$ cat config.mk
export PLATFORM = sky130hd
export DESIGN_NAME = fixed_frame_command_responder_core
export DESIGN_NICKNAME = d
export VERILOG_FILES = /design/src/rtl/ffcr_pkg.sv /design/src/rtl/fixed_frame_command_responder_core.sv
export SDC_FILE = /design/constraint.sdc
export NUM_CORES = 1
export LEC_CHECK = 0
export BUFFER_PORTS_ARGS = -buffer_cell sky130_fd_sc_hd__buf_2
export CELL_PAD_IN_SITES_DETAIL_PLACEMENT = 1
export CELL_PAD_IN_SITES_GLOBAL_PLACEMENT = 1
export CORE_AREA = 3 3 209 211
export DETAILED_ROUTE_END_ITERATION = 12
export DIE_AREA = 0 0 212 214
export PLACE_DENSITY_LB_ADDON = 0.1
export SYNTH_ARGS = -nofsm -noshare
export SYNTH_HDL_FRONTEND = slang
export SYNTH_SLANG_ARGS = --single-unit
$ cat constraint.sdc
create_clock -name aclk -period 7 [get_ports aclk]
set_clock_uncertainty 0.2 [all_clocks]
set_input_delay 1.4 -clock aclk [delete_from_list [all_inputs] [get_ports aclk]]
set_output_delay 1.4 -clock aclk [all_outputs]
set_load 0.01 [all_outputs]
$ cat src/rtl/ffcr_pkg.sv
package ffcr_pkg;

    localparam int unsigned BYTE_W    = 8;
    localparam int unsigned POS_W     = 5;
    localparam int unsigned CMD_W     = 32;
    localparam int unsigned OPT_W     = 24;
    localparam int unsigned DATA_W    = 64;
    localparam int unsigned PWM_W     = 16;
    localparam int unsigned PAYLOAD_W = CMD_W + OPT_W + DATA_W;

    // Frame byte positions (input and reply share the same layout)
    localparam logic [POS_W-1:0] POS_START    = 5'd0;
    localparam logic [POS_W-1:0] POS_CMD_LAST = 5'd4;
    localparam logic [POS_W-1:0] POS_OPT_LAST = 5'd7;
    localparam logic [POS_W-1:0] POS_DAT_LAST = 5'd15;
    localparam logic [POS_W-1:0] POS_ACK      = 5'd16;
    localparam logic [POS_W-1:0] POS_END      = 5'd17;

    localparam logic [BYTE_W-1:0] CH_STX = 8'h02;
    localparam logic [BYTE_W-1:0] CH_ETX = 8'h03;
    localparam logic [BYTE_W-1:0] CH_ACK = 8'h06;

    localparam logic [CMD_W-1:0] CMD_MOVL = "MOVL";
    localparam logic [CMD_W-1:0] CMD_GPOS = "GPOS";
    localparam logic [CMD_W-1:0] CMD_GVEL = "GVEL";
    localparam logic [CMD_W-1:0] CMD_GSTT = "GSTT";
    localparam logic [CMD_W-1:0] CMD_GCUS = "GCUS";
    localparam logic [CMD_W-1:0] CMD_GTIM = "GTIM";
    localparam logic [CMD_W-1:0] CMD_DLED = "DLED";
    localparam logic [CMD_W-1:0] CMD_ALED = "ALED";
    localparam logic [CMD_W-1:0] CMD_NULL = "NULL";

    // LED data literals, zero padded to eight bytes
    localparam logic [DATA_W-1:0] DATA_LED_ON  = {"LED-ON", 16'h0000};
    localparam logic [DATA_W-1:0] DATA_LED_OFF = {"LED-OFF", 8'h00};

    // ASCII offset folded over the three digit weights: 48 * 111
    localparam logic [PWM_W-1:0] PWM_ASCII_OFS = 16'd5328;

    function automatic logic is_known_cmd(input logic [CMD_W-1:0] cmd);
        return (cmd == CMD_MOVL) || (cmd == CMD_GPOS) || (cmd == CMD_GVEL) ||
               (cmd == CMD_GSTT) || (cmd == CMD_GCUS) || (cmd == CMD_GTIM) ||
               (cmd == CMD_DLED) || (cmd == CMD_ALED);
    endfunction

endpackage

$ cat src/rtl/fixed_frame_command_responder_core.sv
// Channel  Dir  Ports                                           Moves per transfer
// s_       in   s_valid s_ready s_rx_byte                       one received byte
// m_       out  m_valid m_ready m_tx_byte m_last_of_reply       one reply byte
//               m_led_pin_level m_pwm_compare
//
// One input byte per cycle. Bytes are grouped into 18-byte frames counted from reset.
// The closing byte of a valid frame loads the reply register; the 18 reply bytes follow
// on m_, one per cycle while m_ready is high, from the cycle after that byte is taken.
// Input stalls only on a frame's closing byte while the previous reply is still
// draining (other than its final transfer), since the reply register is single.
// aresetn is synchronous, active low: frame position, LED level and PWM value clear.
module fixed_frame_command_responder_core (
    input  logic                               aclk,
    input  logic                               aresetn,
    input  logic                               s_valid,
    output logic                               s_ready,
    input  logic [ffcr_pkg::BYTE_W-1:0]        s_rx_byte,
    output logic                               m_valid,
    input  logic                               m_ready,
    output logic [ffcr_pkg::BYTE_W-1:0]        m_tx_byte,
    output logic                               m_last_of_reply,
    output logic                               m_led_pin_level,
    output logic signed [ffcr_pkg::PWM_W-1:0]  m_pwm_compare
);

    // ---------------- frame capture (input side) ----------------
    logic [ffcr_pkg::POS_W-1:0]  pos_reg, pos_next;
    logic                        stx_seen_reg, stx_seen_next;
    logic [ffcr_pkg::CMD_W-1:0]  cmd_reg, cmd_next;
    logic [ffcr_pkg::OPT_W-1:0]  opt_reg, opt_next;
    logic [ffcr_pkg::DATA_W-1:0] data_reg, data_next;

    // ---------------- reply side ----------------
    logic                           busy_reg, busy_next;
    logic [ffcr_pkg::POS_W-1:0]     out_pos_reg, out_pos_next;
    logic [ffcr_pkg::PAYLOAD_W-1:0] shift_reg, shift_next;
    logic                           led_reg, led_next;
    logic [ffcr_pkg::PWM_W-1:0]     pwm_reg, pwm_next;

    logic s_xfer, m_xfer, end_byte, frame_ok, reply_last;
    logic [ffcr_pkg::CMD_W-1:0] reply_cmd;
    logic [ffcr_pkg::PWM_W-1:0] d0_w, d1_w, d2_w, pwm_calc;

    assign reply_last = (out_pos_reg == ffcr_pkg::POS_END);
    assign m_xfer     = m_valid && m_ready;
    assign end_byte   = (pos_reg == ffcr_pkg::POS_END);
    // Closing byte can enter if the reply register is free or frees at this edge
    assign s_ready    = !(end_byte && busy_reg && !(m_xfer && reply_last));
    assign s_xfer     = s_valid && s_ready;
    assign frame_ok   = s_xfer && end_byte && stx_seen_reg && (s_rx_byte == ffcr_pkg::CH_ETX);

    assign reply_cmd = ffcr_pkg::is_known_cmd(cmd_reg) ? cmd_reg : ffcr_pkg::CMD_NULL;

    // ALED: three unchecked ASCII digits, wraps to 16 bits
    assign d0_w     = {8'h00, data_reg[63:56]};
    assign d1_w     = {8'h00, data_reg[55:48]};
    assign d2_w     = {8'h00, data_reg[47:40]};
    assign pwm_calc = 16'(d0_w * 16'd100) + 16'(d1_w * 16'd10) + d2_w
                      - ffcr_pkg::PWM_ASCII_OFS;

    always_comb begin
        pos_next      = pos_reg;
        stx_seen_next = stx_seen_reg;
        cmd_next      = cmd_reg;
        opt_next      = opt_reg;
        data_next     = data_reg;
        if (s_xfer) begin
            if (pos_reg == ffcr_pkg::POS_START) begin
                stx_seen_next = (s_rx_byte == ffcr_pkg::CH_STX);
            end else if (pos_reg <= ffcr_pkg::POS_CMD_LAST) begin
                cmd_next = {cmd_reg[ffcr_pkg::CMD_W-9:0], s_rx_byte};
            end else if (pos_reg <= ffcr_pkg::POS_OPT_LAST) begin
                opt_next = {opt_reg[ffcr_pkg::OPT_W-9:0], s_rx_byte};
            end else if (pos_reg <= ffcr_pkg::POS_DAT_LAST) begin
                data_next = {data_reg[ffcr_pkg::DATA_W-9:0], s_rx_byte};
            end
            pos_next = end_byte ? ffcr_pkg::POS_START : pos_reg + 5'd1;
        end
    end

    always_comb begin
        busy_next    = busy_reg;
        out_pos_next = out_pos_reg;
        shift_next   = shift_reg;
        led_next     = led_reg;
        pwm_next     = pwm_reg;
        if (m_xfer) begin
            if (reply_last) begin
                busy_next    = 1'b0;
                out_pos_next = ffcr_pkg::POS_START;
            end else begin
                out_pos_next = out_pos_reg + 5'd1;
            end
            // Middle bytes come off the top of the shift register
            if ((out_pos_reg != ffcr_pkg::POS_START) && (out_pos_reg <= ffcr_pkg::POS_DAT_LAST)) begin
                shift_next = {shift_reg[ffcr_pkg::PAYLOAD_W-9:0], 8'h00};
            end
        end
        if (frame_ok) begin
            busy_next    = 1'b1;
            out_pos_next = ffcr_pkg::POS_START;
            shift_next   = {reply_cmd, opt_reg, data_reg};
            if (cmd_reg == ffcr_pkg::CMD_DLED) begin
                if (data_reg == ffcr_pkg::DATA_LED_ON) begin
                    led_next = 1'b0;
                end else if (data_reg == ffcr_pkg::DATA_LED_OFF) begin
                    led_next = 1'b1;
                end
            end else if (cmd_reg == ffcr_pkg::CMD_ALED) begin
                pwm_next = pwm_calc;
            end
        end
    end

    always_ff @(posedge aclk) begin
        if (!aresetn) begin
            pos_reg      <= ffcr_pkg::POS_START;
            stx_seen_reg <= 1'b0;
            busy_reg     <= 1'b0;
            out_pos_reg  <= ffcr_pkg::POS_START;
            led_reg      <= 1'b0;
            pwm_reg      <= '0;
        end else begin
            pos_reg      <= pos_next;
            stx_seen_reg <= stx_seen_next;
            busy_reg     <= busy_next;
            out_pos_reg  <= out_pos_next;
            led_reg      <= led_next;
            pwm_reg      <= pwm_next;
        end
    end

    // Payload registers, no reset
    always_ff @(posedge aclk) begin
        cmd_reg   <= cmd_next;
        opt_reg   <= opt_next;
        data_reg  <= data_next;
        shift_reg <= shift_next;
    end

    // ---------------- output ----------------
    always_comb begin
        priority if (out_pos_reg == ffcr_pkg::POS_START) begin
            m_tx_byte = ffcr_pkg::CH_STX;
        end else if (out_pos_reg == ffcr_pkg::POS_ACK) begin
            m_tx_byte = ffcr_pkg::CH_ACK;
        end else if (out_pos_reg == ffcr_pkg::POS_END) begin
            m_tx_byte = ffcr_pkg::CH_ETX;
        end else begin
            m_tx_byte = shift_reg[ffcr_pkg::PAYLOAD_W-1 -: 8];
        end
    end

    assign m_valid         = busy_reg;
    assign m_last_of_reply = reply_last;
    assign m_led_pin_level = led_reg;
    assign m_pwm_compare   = signed'(pwm_reg);

    // ---------------- assertions ----------------
    a_pos_range: assert property (@(posedge aclk) disable iff (!aresetn)
        pos_reg <= ffcr_pkg::POS_END)
        else $error("frame position out of range");

    a_no_overwrite: assert property (@(posedge aclk) disable iff (!aresetn)
        frame_ok |-> (!busy_reg || (m_xfer && reply_last)))
        else $error("reply register overwritten while draining");

    a_reply_starts: assert property (@(posedge aclk) disable iff (!aresetn)
        frame_ok |=> (m_valid && (m_tx_byte == ffcr_pkg::CH_STX) && !m_last_of_reply))
        else $error("reply does not open with STX");

    a_pwm_only_on_frame: assert property (@(posedge aclk) disable iff (!aresetn)
        (aresetn && $past(aresetn) && !$stable(pwm_reg)) |-> $past(frame_ok))
        else $error("PWM value changed without a valid frame");

endmodule

---- Yosys cells after proc, flatten, opt, wreduce, memory -nomap -nowiden ----
Cells that the tools add are included.
word-level totals
  register bits ........................... 269
  input bits .............................. 12
  output and inout bits ................... 28
  logic and storage cells ................. 89
operators by class
  add/sub/neg operators ................... 5
  $mul .................................... 2
  order comparisons ....................... 4
  equal/unequal tests ..................... 15
  mux-type cells .......................... 14
  bitwise gates (word level) .............. 5
  reductions and logical operators ........ 34
operators by type and width
  operator                                              count
  two-way mux 120 bit                                   3
  == test 32 x 31 -> 1 bit (second input constant)      8
  == test 64 x 63 -> 1 bit (second input constant)      2
  two-way mux 32 bit                                    1
  two-way mux 8 bit                                     3
  adder 15 x 12 -> 16 bit                               1
  adder 16 x 8 -> 16 bit                                1
  == test 8 x 2 -> 1 bit (second input constant)        2
  subtractor 16 x 13 -> 16 bit (second input constant)  1
  == test 5 bit (second input constant)                 3
  multiplier 8 x 5 -> 13 bit (second input constant)    1
  multiplier 8 x 3 -> 11 bit (second input constant)    1
  adder 5 x 1 -> 5 bit (second input constant)          2
  <= comparator 5 x 3 -> 1 bit (second input constant)  2
  <= comparator 5 x 4 -> 1 bit (second input constant)  2
  logical NOT 5 bit                                     2
  two-way mux 5 bit                                     2
  logical AND 1 bit                                     9
  AND reduction 3 bit                                   3
  nonzero test 2 bit                                    4
  logical OR 1 bit                                      7
  AND reduction 2 bit                                   3
  two-way mux 1 bit                                     5
  NOT 1 bit                                             5
  5 further kinds                                       6

---- Logic depth before layout (Yosys ltp) ----
  depth after elaboration ................. 11
  depth in mapped cells ................... 20
  gate-level depth less buffers ........... 20

---- Least setup slack after synthesis ----
Ideal clock, no wire load.
  path kind ............................... input to register
  start ................................... input port s_rx_byte[5] (netlist name)
  end ..................................... register shift_reg[0] (netlist name) (enable)
  library setup time ...................... 0.483 ns
  arrival ................................. 5.480 ns
  data required time ...................... 6.317 ns
  path slack .............................. 0.837 ns
  stages on the path ...................... 7
  path buffers ............................ 3
  path through ............................ nor4_1 nand3_1 or4_4 buf_6 clkbuf_1 clkbuf_1 nand2_1
between the ends
  longest elaborated chain between the ends .. 4
  elaborated cells between the ends (all ways) .. 5
  those cells by class .................... eq/ne: 1; reduce/logical: 4
ends and longest elaborated chain
  item                               line                                       source
  from (decl)                        fixed_frame_command_responder_core.sv:17   input logic [ffcr_pkg::BYTE_W-1:0] s_rx_byte,
  == test 8 x 2 -> 1 bit (*)         fixed_frame_command_responder_core.sv:50   assign frame_ok = s_xfer && end_byte && stx_seen_reg && (s_rx_byte == ffcr_pkg::CH_ETX);
  logical AND 1 bit (*)              fixed_frame_command_responder_core.sv:50
  nonzero test 2 bit (no line)       -
  AND reduction 2 bit (no line) (*)  -
  to (signal assigned)               fixed_frame_command_responder_core.sv:138  shift_reg <= shift_next;
  to (decl)                          fixed_frame_command_responder_core.sv:36   logic [ffcr_pkg::PAYLOAD_W-1:0] shift_reg, shift_next;
Mark *: on every way between the ends. The rest lies on a longest branch, timed or not.
A chain may end at the register's enable or synchronous reset.

---- Worst setup path in the final report ----
  start ................................... register data_reg[59] (netlist name)
  end ..................................... register pwm_reg (netlist bit m_pwm_compare[15])
between the ends
  longest elaborated chain between the ends .. 4
ends and longest elaborated chain
  item                          line                                       source
  from (decl)                   fixed_frame_command_responder_core.sv:31   logic [ffcr_pkg::DATA_W-1:0] data_reg, data_next;
  from (signal assigned)        fixed_frame_command_responder_core.sv:137  data_reg <= data_next;
  multiplier 8 x 5 -> 13 bit    fixed_frame_command_responder_core.sv:58   assign pwm_calc = 16'(d0_w * 16'd100) + 16'(d1_w * 16'd10) + d2_w
  adder 15 x 12 -> 16 bit       fixed_frame_command_responder_core.sv:58
  adder 16 x 8 -> 16 bit        fixed_frame_command_responder_core.sv:58
  subtractor 16 x 13 -> 16 bit  fixed_frame_command_responder_core.sv:59   - ffcr_pkg::PWM_ASCII_OFS;
  to (signal assigned)          fixed_frame_command_responder_core.sv:129  pwm_reg <= pwm_next;
  to (decl)                     fixed_frame_command_responder_core.sv:38   logic [ffcr_pkg::PWM_W-1:0] pwm_reg, pwm_next;
No other way between the ends.

==> impl_metrics.json <==
{
  "critical_path_end_type": "register",
  "min_delay_worst_endpoint": "opt_reg[17]",
  "dieArea_sq_um": 45370,
  "met1_usage_pct": 19.62,
  "worstPathCellList": "ha_1 -> ha_1 -> fa_1 -> ha_1 -> a21oi_1 -> nor2b_1 -> o21a_1 -> nor2_1 -> xor2_1 -> ha_1 -> inv_1 -> ha_1 -> ha_1 -> a21oi_1 -> nand2b_1 -> o31ai_1 -> o22ai_1 -> xnor2_1 -> a21oi_1",
  "die_width_um": 212,
  "yosys_warnings": 0,
  "antenna_left": 0,
  "p_leak_nw": 5.507,
  "cts_repair_resize_count": 0,
  "path_buf_inv": 1,
  "cp_top_family": "adder cells",
  "max-vdd-ir-drop_mv": 0.1923,
  "design.core.area_sq_um": 41950,
  "criticalPathCategory": "register to register",
  "worst_pin_slew_ns": 1.004,
  "dpl.cell_count": 1594,
  "cts_max_level": 1,
  "post_synth_arst_share_pct": 0,
  "grt_max_degree": 71,
  "route.detailed.drc": 0,
  "power.density_cell_area_nw_per_um2": 233.2,
  "path_max_fanout": 6,
  "stdcell_count": 1652,
  "fillerInstances": 4515,
  "netlist_instances": 1041,
  "r2r.worst_path.cells": 19,
  "status": "finished, final reports clean",
  "cts_buffers": 31,
  "drtPass1Iterations": 4,
  "fin_worst_hold_slack_ns": 0.2480,
  "hold-path-cell-count": 0,
  "fmax_mhz": 207.3,
  "worst-endpoint-arrival_ns": 5.07,
  "number_of_enable_type_register_cells_in_the_synthesized_netlist": 240,
  "proportion_of_layout_cells_with_a_drive_suffix_above_1_pct": 8.715,
  "worstPathRequired_ns": 7.25,
  "routed_wire_length_per_instance_um": 17.92,
  "die_h_um": 214,
  "grt_residual_overflow": 0,
  "antenna_cells": 0,
  "drt_wl_total_mm": 29.61,
  "groute.layer.met3.usage_pct": 2.226,
  "grt_first_pass_wirelength_mm": 47.28,
  "syn_to_final_growth_pct": 14.15,
  "clkSlewWorstSetupHoldPaths_ns": 0.06,
  "rr_startpoint": "data_reg[59]",
  "place.detailed.hpwl_mm": 19.71,
  "cp_slowest_stage_delay_ns": 0.46,
  "post_detailed_route_via_to_cell_ratio": 4.665,
  "met2_demand_to_capacity_share_in_global_routing_pct": 20.43,
  "drt_first_iter_violations": 415,
  "final-max-slew-violation-count": 0,
  "gp_congestion": 0.7713,
  "cts_setup_buffers": 0,
  "rsz_0062_raised_after_global_routing": "false",
  "worst-r2r-setup-slack_ns": 2.18,
  "starting_density_of_the_core_pct": 29.80,
  "grt.total_usage_pct": 13.25,
  "cpMostUsedCell": "ha_1",
  "synth-main-ff-cell": "edfxtp_1",
  "synthDistinctLibCells": 64,
  "worst_setup_path_start_kind": "register",
  "mean_instance_size_in_the_synthesized_netlist_sq_um": 12.01,
  "critical_path.slowest_cell": "fa_1",
  "fin_setup_tns_ns": 0,
  "clock_sinks": 269,
  "cts-hold-fix-buffers": 0,
  "port-buffer-count": 39,
  "design_area_sq_um": 14270,
  "part_of_the_cycle_the_worst_path_needs_pct": 68.91,
  "finalHoldViolations": 0,
  "hold_wc_startpoint": "opt_reg[9]",
  "clockBufferDepth": 3,
  "number_of_global_route_vias_before_repair": 7939,
  "ctsRootBufferMaster": "clkbuf_16",
  "timing.hold.worst.class": "register to register",
  "setup_viol": 0,
  "cell_area_reported_after_detailed_placement_sq_um": 13320,
  "clock_insertion_delay_worst_skew_ns": 0.58,
  "maxCapViolations": 0,
  "timing.final.crit_period_ns": 4.824,
  "synth-seq-cells": 269,
  "worst_r2r_endpoint": "m_pwm_compare[15]",
  "routed-via-count": 7706,
  "std_cell_rows": 75,
  "netlist_area_sq_um": 12500,
  "top_level_ports": 40,
  "relSlewSlack_pct": 32.92,
  "cts_tree": "yes",
  "synth-seq-area-share_pct": 62.30,
  "nets": 1191,
  "max_reg_flops": 120,
  "syn_nets": 1144,
  "top_usage_layer": "met2",
  "finalPower_mw": 3.328,
  "initial_antenna_violation_count": 1
}
## final cells by class
type	count	area (sq um)	share of cell area (%)
clock buffer	42	817.0	5.726
timing repair buffer	47	267.8	1.877
multi-input combinational	690	4403	30.86
inverter	49	183.9	1.289
sequential	269	7787	54.58
tap	539	674.4	4.726
clock inverter	16	135.1	0.9470
## cells by family (layout without fill, tap and decap cells)
group | count (synthesis) | after routing | synth area share, %
AOI/OAI and AO/OA | 117 | 117 | 6.357
adders and majority gates | 91 | 91 | 9.770
and+or+nand+nor | 455 | 455 | 17.00
xor gates and xnor gates | 25 | 25 | 1.752
muxes | 2 | 2 | 0.1602
DFF | 269 | 269 | 62.30
buffers and inverters | 82 | 154 | 2.663
## cells in the mapped netlist, types with 6 or more instances
master	count	area [sq um]
nor2_1	48	180.2
o21ai_1	9	45.04
ha_1	80	1001
nand3_1	14	70.07
clkbuf_1	24	90.09
nor2b_1	13	81.33
inv_1	49	183.9
o21ai_0	22	110.1
xnor2_1	13	113.9
xor2_1	12	105.1
a21oi_1	27	135.1
nand2_1	271	1017
dfxtp_1	29	580.6
and2_1	26	162.7
nor4bb_1	6	60.06
fa_1	11	220.2
nand2b_1	9	56.30
edfxtp_1	240	7207
a21o_1	7	52.55
nor3_1	15	75.07
a21boi_0	10	75.07
nor4b_1	8	70.07
nand4_1	13	81.33
a21boi_1	11	82.58
## worst register-to-register path, delay by kind of cell, from the launching register on
kind,cells,cell delay [ns]
AO/OA/AOI/OAI,6,1.19
XOR/XNOR,2,0.32
adder cells (fa/ha/maj),7,2.24
buffers and inverters,1,0.04
flip-flops,1,0.45
AND/OR/NAND/NOR,3,0.25
## how the worst max path moves through the flow
| stage | start | cells past startpoint | end | slack, ns |
|---|---|---|---|---|
| 2_1_floorplan | s_rx_byte[5] | 7 | shift_reg[0] | 0.84 |
| 3_3_place_gp | data_reg[59] | 19 | m_pwm_compare[15] | 2.19 |
| 3_5_place_dp | data_reg[59] | 19 | m_pwm_compare[15] | 2.14 |
| 4_1_cts | data_reg[59] | 19 | m_pwm_compare[15] | 2.10 |
| 5_1_grt | data_reg[59] | 19 | m_pwm_compare[15] | 1.77 |
| 6_report | data_reg[59] | 19 | m_pwm_compare[15] | 2.18 |
## per-layer routing
metal	routed length (um)	vias to the layer above
li1	-	3777
met1	14570	3790
met2	13470	104
met3	995	35
met4	570	0
met5	0	-
## cells in the final DEF, fill, tap and decap left out, drive strengths merged, types with 9 or more instances in the layout
cell type and count:
nand2 271, edfxtp 240, ha 80, inv 50
nor2 48, buf 47, clkbuf 42, o21ai 31
dfxtp 29, a21oi 27, and2 26, a21boi 22
nor3 16, nand3 14, xnor2 13, nor2b 13
nand4 13, xor2 12, clkinv 12, fa 11
nand2b 9
## stage by stage
step                      setup slack [ns]  util, %
after floorplan                     0.8367        -
after global placement               2.191    31.75
after detailed placement             2.140    31.75
after CTS                            2.096    34.02
after global routing                 1.768    34.02
final                                2.176    34.02
## power by group
group | total [mW] | internal (mW) | switching (mW)
Combinational | 0.0360 | 0.0110 | 0.0250
Clock | 1.54 | 0.889 | 0.650
Sequential | 1.75 | 1.74 | 0.0134
Total | 3.33 | 2.64 | 0.688
Note: power is estimated with default switching activity, not from simulation.
